===== src/rtl/wtm_pkg.sv =====
// shared types and constants for the wildcard tuple match table
`default_nettype none

package wtm_pkg;

  localparam int ValueW      = 16;
  localparam int NumValues   = 8;
  localparam int DefMaxArity = 8;
  localparam int DefEntries  = 64;
  localparam int CfgIdxW     = 1;
  localparam int CfgDataW    = 4;
  localparam int SizeW       = 4;

  localparam logic [ValueW-1:0] Wildcard = {ValueW{1'b1}};

  localparam logic [CfgIdxW-1:0] RegTupleSize    = 1'b0;
  localparam logic [CfgIdxW-1:0] RegRelationKind = 1'b1;

  typedef enum logic {
    CmdInsert = 1'b0,
    CmdCheck  = 1'b1
  } cmd_e;

  typedef enum logic {
    RelSupport  = 1'b0,
    RelConflict = 1'b1
  } rel_e;

  // control that travels with an item along the row
  typedef struct packed {
    cmd_e cmd;
    logic full;
    logic hit;
  } ctrl_t;

endpackage

`default_nettype wire


===== src/rtl/wtm_cell.sv =====
// one table cell: holds one stored tuple and one stage of the item row
`default_nettype none

module wtm_cell #(
  parameter int MAX_ARITY = wtm_pkg::DefMaxArity,
  parameter int CNT_W     = 7,
  parameter int POS       = 0
) (
  input  wire logic                                      clk_i,
  input  wire logic                                      rst_ni,
  input  wire logic                                      en_i,
  input  wire logic                                      vld_i,
  input  wire wtm_pkg::ctrl_t                            ctrl_i,
  input  wire logic [CNT_W-1:0]                          idx_i,
  input  wire logic [MAX_ARITY-1:0][wtm_pkg::ValueW-1:0] vals_i,
  input  wire logic [MAX_ARITY-1:0]                      mask_i,
  output logic                                           vld_o,
  output wtm_pkg::ctrl_t                                 ctrl_o,
  output logic [CNT_W-1:0]                               idx_o,
  output logic [MAX_ARITY-1:0][wtm_pkg::ValueW-1:0]      vals_o
);
  import wtm_pkg::*;

  localparam logic [CNT_W-1:0] Pos = CNT_W'(POS);

  logic [MAX_ARITY-1:0][ValueW-1:0] entry_q;
  logic                             vld_q;
  ctrl_t                            ctrl_q, ctrl_d;
  logic [CNT_W-1:0]                 idx_q;
  logic [MAX_ARITY-1:0][ValueW-1:0] vals_q;
  logic [MAX_ARITY-1:0]             lane_ok;
  logic                             entry_hit;
  logic                             wr_en;

  always_comb begin
    for (int j = 0; j < MAX_ARITY; j++) begin
      lane_ok[j] = !mask_i[j] || (entry_q[j] == Wildcard) || (vals_i[j] == Wildcard)
                   || (entry_q[j] == vals_i[j]);
    end
  end

  // the index carried by a check is the fill count seen when it came in
  assign entry_hit = (ctrl_i.cmd == CmdCheck) && (Pos < idx_i) && (&lane_ok);
  assign wr_en     = en_i && vld_i && (ctrl_i.cmd == CmdInsert) && !ctrl_i.full
                     && (idx_i == Pos);

  always_comb begin
    ctrl_d     = ctrl_i;
    ctrl_d.hit = ctrl_i.hit || entry_hit;
  end

  always_ff @(posedge clk_i) begin
    if (wr_en) begin
      entry_q <= vals_i;
    end
  end

  always_ff @(posedge clk_i or negedge rst_ni) begin
    if (!rst_ni) begin
      vld_q <= 1'b0;
    end else if (en_i) begin
      vld_q <= vld_i;
    end
  end

  always_ff @(posedge clk_i) begin
    if (en_i) begin
      ctrl_q <= ctrl_d;
      idx_q  <= idx_i;
      vals_q <= vals_i;
    end
  end

  assign vld_o  = vld_q;
  assign ctrl_o = ctrl_q;
  assign idx_o  = idx_q;
  assign vals_o = vals_q;

endmodule

`default_nettype wire


===== config.mk =====
export PLATFORM = sky130hd
export DESIGN_NAME = wtm_cell
export DESIGN_NICKNAME = d
export VERILOG_FILES = /design/src/rtl/wtm_pkg.sv /design/src/rtl/wtm_cell.sv
export SDC_FILE = /design/constraint.sdc
export NUM_CORES = 1
export LEC_CHECK = 0
export BUFFER_PORTS_ARGS = -buffer_cell sky130_fd_sc_hd__buf_2
export CORE_UTILIZATION = 51
export DETAILED_ROUTE_END_ITERATION = 16
export GPL_ROUTABILITY_DRIVEN = 0
export GPL_TIMING_DRIVEN = 0
export HOLD_SLACK_MARGIN = 0.15
export PLACE_DENSITY = 0.79
export SKIP_CTS_REPAIR_TIMING = 1
export SLEW_MARGIN = 20
export SYNTH_ARGS = -nofsm -noshare
export SYNTH_HDL_FRONTEND = slang
export SYNTH_SLANG_ARGS = --single-unit

===== constraint.sdc =====
create_clock -name clk_i -period 2 [get_ports clk_i]
set_input_delay 0.1 -clock clk_i [delete_from_list [all_inputs] [get_ports clk_i]]
set_output_delay 0.1 -clock clk_i [all_outputs]
set_load 0.01 [all_outputs]

==> Word level (Yosys, flattened, before mapping) <==
Index checks and enable logic that the tools add are counted.
Widths: inputs -> output; s select.
{ "word_totals": {"out_inout_bits": 139, "elab_cells": 89, "ff_bits": 267, "in_bits": 150} }
{ "classes": {"magnitude_cmp": 1, "eq_ne": 24, "bitwise_logic": 1, "reduce_logical": 42} }
{ "ops": {"columns": ["op", "count"], "rows": [
  ["$eq 16x16->1 const B", 16],
  ["$eq 16x16->1", 8],
  ["$logic_or 1x1->1", 25],
  ["$logic_not 1->1", 9],
  ["$reduce_and 8->1", 1],
  ["$logic_not 7->1", 1],
  ["$lt 1x7->1 const A", 1],
  ["$logic_and 1x1->1", 6],
  ["$not 1->1", 1]
]} }

==> Depth between registers and ports, before layout <==
Gate-level depths: netlist (run 1).
{ "depth": {"word_depth": 7, "depth_mapped": 6, "depth_no_buf": 6} }

==> Worst setup path before layout (run 1) <==
Ideal clock, no wire load.
{ "synth_timing": {"path_kind": "input to register", "from": "input ctrl_i[2] (netlist bit)", "to": "register entry_q[0] (netlist bit) (enable)", "setup_ps": 943, "path_buffers": 0, "cell_stages": 1, "t_arrival_ps": 12510, "required_time_ps": 1057, "slack_ps": -11454, "path_cell_list": "nor4_1"} }
{ "synth_between": {"elab_chain_cells": 4} }
{ "synth_lines": {"columns": ["element", "line_no", "rtl"], "rows": [
  ["start: declaration", "wtm_cell.sv:13", "input wire wtm_pkg::ctrl_t ctrl_i,"],
  ["$not 1->1", "wtm_cell.sv:44", "assign wr_en = en_i && vld_i && (ctrl_i.cmd == CmdInsert) && !ctrl_i.full"],
  ["$logic_and 1x1->1 (2 in series)", "wtm_cell.sv:44", null],
  ["$logic_and 1x1->1", "wtm_cell.sv:45", "&& (idx_i == Pos);"],
  ["end signal: assignment", "wtm_cell.sv:54", "entry_q <= vals_i;"],
  ["end: declaration", "wtm_cell.sv:26", "logic [MAX_ARITY-1:0][ValueW-1:0] entry_q;"]
]} }
No other way between the ends.
A chain may end at the register's enable or synchronous reset.

==> results of run 1 <==
-- report_power, final --
part | internal (mW) | switching, mW
combinational | 0.579 | 0.606
sequential | 6.41 | 0.0616
clock | 2.59 | 1.99
total | 9.58 | 2.66
-- synthesized netlist by cell type --
library cell,instances
sky130_fd_sc_hd__edfxtp_1,266
sky130_fd_sc_hd__xnor2_1,128
sky130_fd_sc_hd__nand4_1,96
sky130_fd_sc_hd__nor4_1,22
sky130_fd_sc_hd__nor3_1,9
sky130_fd_sc_hd__o41ai_1,5
sky130_fd_sc_hd__nand2_1,3
sky130_fd_sc_hd__a21oi_1,1
sky130_fd_sc_hd__a221oi_1,1
sky130_fd_sc_hd__a31o_1,1
sky130_fd_sc_hd__dfrtp_1,1
sky130_fd_sc_hd__inv_1,1
sky130_fd_sc_hd__o21ai_0,1
-- flip-flops by register name, summed over array words and instances (netlist names) --
signal,cells
ctrl_o,3
entry_q,128
idx_o,7
vals_o,128
vld_o,1
-- worst max-delay path, stage by stage (launching register included) --
cell	delay, ns
sky130_fd_sc_hd__edfxtp_1	0.41
sky130_fd_sc_hd__xnor2_1	0.20
sky130_fd_sc_hd__nand4_1	0.15
sky130_fd_sc_hd__nor4_2	0.31
sky130_fd_sc_hd__nor3_1	0.16
sky130_fd_sc_hd__a221oi_4	0.36
sky130_fd_sc_hd__a31o_1	0.19
-- layout make-up --
type	instances	area share, %
flip-flops and latches	267	55.5
repair buffers	453	22.1
multi-input cells	267	14.6
clock buffers	33	4.84
well taps	260	2.25
clock inverters	14	0.624
inverters	1	0.0260
-- path summary, 6_finish.rpt --
check                                   from   endpoint  slack, ns  cells after the start
worst max-delay path            entry_q[116]  ctrl_o[0]       0.07                      6
worst min-delay path                    en_i  vals_o[0]       0.21                      3
worst max register to register  entry_q[116]  ctrl_o[0]       0.07                      6
worst min register to register         vld_o      vld_o       1.08                      3
max in group asynchronous             rst_ni      vld_o       1.43                      3
min in group asynchronous             rst_ni      vld_o       0.45                      3
-- layer usage --
layer  share of wire, %  up-vias
met2                 52      329
met1                 39     3351
li1                   -     3150
met3                7.0       39
met4                1.9        0
met5                  0        -
-- kinds of logic (layout without fill, tap and decap cells) --
logic type | count (synthesis) | in the layout | synth area share, %
compound gates | 9 | 9 | 0.713
buf+inv | 1 | 501 | 0.0375
xor+xnor | 128 | 128 | 11.2
flops | 267 | 267 | 80.1
simple gates | 130 | 130 | 7.94
==> impl_results.html, run 1 <==
<table>
<tr><th>Metric</th><th>Value</th></tr>
<tr><th colspan="2">Detailed routing</th></tr>
<tr><td>Routed via count divided by cell count</td><td>5.30</td></tr>
<tr><td>Vias after detailed routing</td><td>6869</td></tr>
<tr><td>Count of TritonRoute iterations in the first routing pass</td><td>5</td></tr>
<tr><td>DRT antenna net count</td><td>0</td></tr>
<tr><td>Total wirelength of the detailed-routed design</td><td>25900 µm</td></tr>
<tr><td>Detailed router's first-iteration violation count</td><td>326</td></tr>
<tr><td>WL per Instance</td><td>20.0 µm</td></tr>
<tr><td>DRC violations left</td><td>0</td></tr>
<tr><th colspan="2">Logic synthesis</th></tr>
<tr><td>Mapped Cells</td><td>535</td></tr>
<tr><td>Syn nets</td><td>685</td></tr>
<tr><td>Number of synthesized register bits</td><td>267</td></tr>
<tr><td>Post-synth design cell area</td><td>10000 µm²</td></tr>
<tr><td>Sequential element share of the synthesized area</td><td>80.1%</td></tr>
<tr><td>Synth warnings</td><td>0</td></tr>
<tr><td>Avg Inst Size Synth</td><td>18.7 µm²</td></tr>
<tr><td>Yosys top cell area share</td><td>79.8%</td></tr>
<tr><td>Dominant cells by area after synthesis</td><td>sky130_fd_sc_hd__edfxtp_1 80%, sky130_fd_sc_hd__xnor2_1 11%, sky130_fd_sc_hd__nand4_1 6.0%</td></tr>
<tr><td>Cell type with the largest total area after synthesis</td><td>sky130_fd_sc_hd__edfxtp_1</td></tr>
<tr><td>Number of distinct standard cells referenced by the synthesized netlist</td><td>13</td></tr>
<tr><th colspan="2">Timing</th></tr>
<tr><td>Fmax achieved</td><td>0.518 GHz</td></tr>
<tr><td>Setup TNS after final layout</td><td>0 ns</td></tr>
<tr><td>Worst clock skew</td><td>0.0175 ns</td></tr>
<tr><td>Setup slack after layout</td><td>0.0706 ns</td></tr>
<tr><td>Worst-margin pin slew</td><td>0.545 ns</td></tr>
<tr><td>Count of final hold-check violations</td><td>0</td></tr>
<tr><td>Pins Over Slew Limit</td><td>0</td></tr>
<tr><td>Final number of setup-violating endpoints</td><td>0</td></tr>
<tr><td>Fin crit period</td><td>1.93 ns</td></tr>
<tr><td>Worst Hold Margin</td><td>0.212 ns</td></tr>
<tr><td>Period utilisation layout</td><td>96.5%</td></tr>
<tr><td>Slew headroom</td><td>63.4%</td></tr>
<tr><th colspan="2">Critical path</th></tr>
<tr><td>Worst setup EP type</td><td>flop</td></tr>
<tr><td>Largest fanout on the critical path</td><td>2</td></tr>
<tr><td>Type of origin of the critical path</td><td>flop</td></tr>
<tr><td>Critical path type</td><td>reg -&gt; reg</td></tr>
<tr><td>Crit path arrival time</td><td>2.32 ns</td></tr>
<tr><td>Required arrival time at the worst endpoint</td><td>2.39 ns</td></tr>
<tr><th colspan="2">Final layout</th></tr>
<tr><td>Growth of design area from synthesis to finish</td><td>44.2%</td></tr>
<tr><td>Footprint of the multi-input gates</td><td>2100 µm²</td></tr>
<tr><td>Net count reported at finish</td><td>1167</td></tr>
<tr><td>Final core utilization</td><td>76.1%</td></tr>
<tr><td>Total area of sequential cells</td><td>8010 µm²</td></tr>
<tr><td>Final cell area excluding filler cells</td><td>14400 µm²</td></tr>
<tr><td>Antenna diodes</td><td>0</td></tr>
<tr><td>Fill cells</td><td>1086</td></tr>
<tr><td>Most used cells in the layout excluding fill and tap cells</td><td>287 x sky130_fd_sc_hd__buf_2, 266 x sky130_fd_sc_hd__edfxtp_1, 145 x sky130_fd_sc_hd__dlygate4sd3_1</td></tr>
<tr><td>Layout cell share with drive strength beyond 1</td><td>34.2%</td></tr>
<tr><td>Most frequent standard cell in the layout excluding fill and tap cells</td><td>sky130_fd_sc_hd__buf_2</td></tr>
<tr><td>Post-Layout Cell Count</td><td>1295</td></tr>
<tr><th colspan="2">CTS</th></tr>
<tr><td>Clock root buffer</td><td>sky130_fd_sc_hd__clkbuf_16</td></tr>
<tr><td>Clk sink count</td><td>267</td></tr>
<tr><td>Insertion delay to the later sink of the worst-skew pair</td><td>0.53 ns</td></tr>
<tr><td>CTS tree</td><td>done</td></tr>
<tr><td>Bufs on Longest Clock Path</td><td>3</td></tr>
<tr><td>CTS buffer count</td><td>27</td></tr>
<tr><td>Level count of the clock H-tree</td><td>1</td></tr>
<tr><td>Post-CTS clock slew at the launch and capture registers of the worst setup and hold paths</td><td>0.06 ns</td></tr>
<tr><th colspan="2">Min path</th></tr>
<tr><td>HP Class</td><td>in -&gt; reg</td></tr>
<tr><th colspan="2">Placement</th></tr>
<tr><td>Number of buffer cells added on primary ports</td><td>288</td></tr>
<tr><td>Minimum setup slack after placement</td><td>-0.833 ns</td></tr>
<tr><td>Instance area after placement</td><td>11900 µm²</td></tr>
<tr><td>Cell count after placement</td><td>1095</td></tr>
<tr><td>Final HPWL DP</td><td>15700 µm</td></tr>
<tr><th colspan="2">Power and ir drop</th></tr>
<tr><td>Total chip power</td><td>12.2 mW</td></tr>
<tr><td>Maximum resistive drop on vdd</td><td>715 µV</td></tr>
<tr><td>Power per cell area</td><td>848 nW/µm²</td></tr>
<tr><td>Static leakage power</td><td>5.20 nW</td></tr>
<tr><th colspan="2">Floorplanning</th></tr>
<tr><td>X dimension of the die</td><td>142 µm</td></tr>
<tr><td>Floorplan die height</td><td>142 µm</td></tr>
<tr><td>Cell Rows</td><td>50</td></tr>
<tr><td>Full die area</td><td>20200 µm²</td></tr>
<tr><td>Number of top-level pins</td><td>289</td></tr>
<tr><td>Starting density of the core</td><td>52.8%</td></tr>
<tr><td>Area of the core</td><td>19000 µm²</td></tr>
<tr><th colspan="2">Global route</th></tr>
<tr><td>Global routing met2 resource utilization</td><td>36.0%</td></tr>
<tr><td>Vias in the first global route</td><td>6164</td></tr>
<tr><td>Total track usage</td><td>20.8%</td></tr>
<tr><td>Pin count of the biggest net entering global routing</td><td>89</td></tr>
<tr><td>Number of antenna violations at the first check in global routing</td><td>0</td></tr>
<tr><td>Wire length of the first global-routing pass</td><td>32200 µm</td></tr>
<tr><td>Remaining Overflow, GRT</td><td>0</td></tr>
<tr><td>M3 GR Usage</td><td>4.64%</td></tr>
<tr><td>Busiest layer in global routing</td><td>met2</td></tr>
<tr><td>Met1 track demand over resource in global routing</td><td>26.8%</td></tr>
<tr><th colspan="2">Outcome</th></tr>
<tr><td>Result of the run</td><td>finished, final reports clean</td></tr>
<tr><th colspan="2">Flow run</th></tr>
<tr><td>Maximum capacitance violations</td><td>0</td></tr>
</table>
Power figures use the tool's default switching activity.
==> inputs of run 2 (changes only) <==
- CELL_PAD_IN_SITES_DETAIL_PLACEMENT: default -> 1
- CELL_PAD_IN_SITES_GLOBAL_PLACEMENT: default -> 2
- CORE_UTILIZATION: 51 -> 36
- PLACE_DENSITY: 0.79 -> default
- PLACE_DENSITY_LB_ADDON: default -> 0.1
==> impl_results.html, run 2 (synthesis gave the netlist of run 1 again) <==
<table>
<tr><th>Metric</th><th>Value</th></tr>
<tr><th colspan="2">Timing</th></tr>
<tr><td>Slew headroom</td><td>55.9% (-7.4 points)</td></tr>
<tr><td>Fin crit period</td><td>1.91 ns (-0.0185 ns)</td></tr>
<tr><td>Period utilisation layout</td><td>95.5% (-0.93 points)</td></tr>
<tr><td>Pins Over Slew Limit</td><td>0 (unchanged)</td></tr>
<tr><td>Worst clock skew</td><td>0.00679 ns (-0.0107 ns)</td></tr>
<tr><td>Setup slack after layout</td><td>0.0891 ns (+0.0185 ns)</td></tr>
<tr><td>Count of final hold-check violations</td><td>0 (unchanged)</td></tr>
<tr><td>Fmax achieved</td><td>0.523 GHz (+0.97%)</td></tr>
<tr><td>Setup TNS after final layout</td><td>0 ns (unchanged)</td></tr>
<tr><td>Worst-margin pin slew</td><td>0.656 ns (+0.111 ns)</td></tr>
<tr><td>Final number of setup-violating endpoints</td><td>0 (unchanged)</td></tr>
<tr><td>Worst Hold Margin</td><td>0.214 ns (+0.00249 ns)</td></tr>
<tr><th colspan="2">Critical path</th></tr>
<tr><td>Critical path type</td><td>reg -&gt; reg</td></tr>
<tr><td>Buf/Inv on CP</td><td>0 (unchanged)</td></tr>
<tr><td>Series of cell instances along the critical path</td><td>xnor2_1, nand4_1, nor4_1, nor3_1, a221oi_2, a31o_1</td></tr>
<tr><td>CP max stage cell</td><td>sky130_fd_sc_hd__edfxtp_1</td></tr>
<tr><td>Max incr delay on CP</td><td>0.42 ns (about the same)</td></tr>
<tr><td>Type of origin of the critical path</td><td>flop</td></tr>
<tr><td>Largest delay contributor family on the critical path</td><td>simple AND/OR/NAND/NOR gates</td></tr>
<tr><td>Worst setup EP type</td><td>flop</td></tr>
<tr><td>Crit path arrival time</td><td>2.31 ns (about the same)</td></tr>
<tr><td>Required arrival time at the worst endpoint</td><td>2.40 ns (about the same)</td></tr>
<tr><td>Largest fanout on the critical path</td><td>2 (unchanged)</td></tr>
<tr><th colspan="2">Final layout</th></tr>
<tr><td>Post-Layout Cell Count</td><td>1417 (+9.4%)</td></tr>
<tr><td>Antenna diodes</td><td>0 (unchanged)</td></tr>
<tr><td>Growth of design area from synthesis to finish</td><td>47.5%</td></tr>
<tr><td>Net count reported at finish</td><td>1173 (+0.51%)</td></tr>
<tr><td>Most used cells in the layout excluding fill and tap cells</td><td>287 x sky130_fd_sc_hd__buf_2, 266 x sky130_fd_sc_hd__edfxtp_1, 147 x sky130_fd_sc_hd__dlygate4sd3_1</td></tr>
<tr><td>Layout cell share with drive strength beyond 1</td><td>34.4% (+0.15 points)</td></tr>
<tr><td>Most frequent standard cell in the layout excluding fill and tap cells</td><td>sky130_fd_sc_hd__buf_2</td></tr>
<tr><th colspan="2">Global route</th></tr>
<tr><td>Wire length of the first global-routing pass</td><td>37300 µm (+16%)</td></tr>
<tr><td>Met1 track demand over resource in global routing</td><td>22.2% (-4.6 points)</td></tr>
<tr><td>Remaining Overflow, GRT</td><td>0 (unchanged)</td></tr>
<tr><td>M3 GR Usage</td><td>3.93% (-0.72 points)</td></tr>
<tr><td>Pin count of the biggest net entering global routing</td><td>81 (-9.0%)</td></tr>
<tr><td>Global routing met2 resource utilization</td><td>28.2% (-7.8 points)</td></tr>
<tr><td>Number of antenna violations at the first check in global routing</td><td>0 (unchanged)</td></tr>
<tr><td>Total track usage</td><td>16.8% (-4.0 points)</td></tr>
<tr><td>Vias in the first global route</td><td>6559 (+6.4%)</td></tr>
<tr><td>Busiest layer in global routing</td><td>met2</td></tr>
<tr><th colspan="2">Power and ir drop</th></tr>
<tr><td>Static leakage power</td><td>5.28 nW (+1.6%)</td></tr>
<tr><td>Maximum resistive drop on vdd</td><td>665 µV (-7.0%)</td></tr>
<tr><td>Total chip power</td><td>13.1 mW (+6.7%)</td></tr>
<tr><td>Power per cell area</td><td>885 nW/µm² (+4.3%)</td></tr>
<tr><th colspan="2">Detailed routing</th></tr>
<tr><td>Total wirelength of the detailed-routed design</td><td>27500 µm (+6.4%)</td></tr>
<tr><td>Vias after detailed routing</td><td>6799 (-1.0%)</td></tr>
<tr><td>DRT antenna net count</td><td>0 (unchanged)</td></tr>
<tr><td>Routed via count divided by cell count</td><td>4.80 (-9.5%)</td></tr>
<tr><td>Detailed router's first-iteration violation count</td><td>308 (-5.5%)</td></tr>
<tr><td>Count of TritonRoute iterations in the first routing pass</td><td>4 (-1)</td></tr>
<tr><td>DRC violations left</td><td>0 (unchanged)</td></tr>
<tr><td>WL per Instance</td><td>19.4 µm (-2.8%)</td></tr>
<tr><th colspan="2">CTS</th></tr>
<tr><td>Post-CTS clock slew at the launch and capture registers of the worst setup and hold paths</td><td>0.06 ns (about the same)</td></tr>
<tr><td>Bufs on Longest Clock Path</td><td>3 (unchanged)</td></tr>
<tr><td>Clock root buffer</td><td>sky130_fd_sc_hd__clkbuf_16</td></tr>
<tr><td>Insertion delay to the later sink of the worst-skew pair</td><td>0.53 ns (about the same)</td></tr>
<tr><td>CTS buffer count</td><td>29 (+7.4%)</td></tr>
<tr><td>CTS tree</td><td>done</td></tr>
<tr><td>Level count of the clock H-tree</td><td>1 (unchanged)</td></tr>
<tr><td>Clk sink count</td><td>267 (unchanged)</td></tr>
<tr><th colspan="2">Placement</th></tr>
<tr><td>Final HPWL DP</td><td>18400 µm (+17%)</td></tr>
<tr><td>Cell count after placement</td><td>1208 (+10%)</td></tr>
<tr><td>Minimum setup slack after placement</td><td>-0.932 ns (-0.0994 ns)</td></tr>
<tr><td>Number of buffer cells added on primary ports</td><td>288 (unchanged)</td></tr>
<tr><th colspan="2">Floorplanning</th></tr>
<tr><td>Area of the core</td><td>27100 µm² (+43%)</td></tr>
<tr><td>Number of top-level pins</td><td>289 (unchanged)</td></tr>
<tr><td>Floorplan die height</td><td>169 µm (+19%)</td></tr>
<tr><td>X dimension of the die</td><td>169 µm (+19%)</td></tr>
<tr><td>Starting density of the core</td><td>36.9% (-16 points)</td></tr>
<tr><td>Cell Rows</td><td>60 (+20%)</td></tr>
<tr><td>Full die area</td><td>28500 µm² (+41%)</td></tr>
<tr><th colspan="2">Flow run</th></tr>
<tr><td>Maximum capacitance violations</td><td>0 (unchanged)</td></tr>
<tr><th colspan="2">Min path</th></tr>
<tr><td>HP Class</td><td>in -&gt; reg</td></tr>
<tr><th colspan="2">Outcome</th></tr>
<tr><td>Result of the run</td><td>finished, final reports clean</td></tr>
</table>
==> run 2: changes by cell type in the layout (fill, tap and decap cells not counted), moves of 3 or more <==
cell                        delta
sky130_fd_sc_hd__xnor2_1       +4
sky130_fd_sc_hd__xnor2_2       -4
sky130_fd_sc_hd__clkinv_2      +4
sky130_fd_sc_hd__bufinv_16     +4
sky130_fd_sc_hd__clkbuf_16     +3
sky130_fd_sc_hd__clkinv_1      -3
==> run 2: stage by stage <==
step	util, %	instance area (µm²)
after floorplan	-	10000
after global placement	44.1	11900
after detailed placement	44.7	12100
after CTS	48.2	13100
after global routing	54.4	14800
final	54.4	14800
==> run 2: report_power, final <==
group          switching, mW  total (mW)  internal [mW]
clock network           2.10        5.39           3.29
logic                  0.605        1.19          0.583
registers             0.0604        6.47           6.41
total                   2.77        13.1           10.3
==> run 2: per-layer routing <==
layer	wire length (µm)	vias to the layer above
li1	-	3162
met1	11700	3393
met2	14100	211
met3	1350	33
met4	469	0
met5	0	-
==> run 2: area by class of cell <==
class | count | area [µm²]
clock buffer | 36 | 752
clock inverter | 17 | 204
fill | 2659 | 12300
inverter | 1 | 3.75
multi-input combinational | 267 | 2060
sequential | 267 | 8010
tap | 372 | 465
timing repair buffer | 457 | 3260
==> run 2: worst register-to-register path: stages, from the launching register on <==
cell                       delay, ns
sky130_fd_sc_hd__edfxtp_1       0.42
sky130_fd_sc_hd__xnor2_1        0.22
sky130_fd_sc_hd__nand4_1        0.12
sky130_fd_sc_hd__nor4_1         0.32
sky130_fd_sc_hd__nor3_1         0.15
sky130_fd_sc_hd__a221oi_2       0.35
sky130_fd_sc_hd__a31o_1         0.20
==> run 2: worst paths after layout <==
| check | startpoint | end | slack, ns | cells after the start |
|---|---|---|---|---|
| min reg2reg | vld_o | vld_o | 0.57 | 2 |
| min in group asynchronous | rst_ni | vld_o | 0.41 | 3 |
| max reg2reg | entry_q[34] | ctrl_o[0] | 0.09 | 6 |
| max in group asynchronous | rst_ni | vld_o | 1.49 | 3 |
| min | en_i | vals_o[93] | 0.21 | 3 |
| max | entry_q[34] | ctrl_o[0] | 0.09 | 6 |
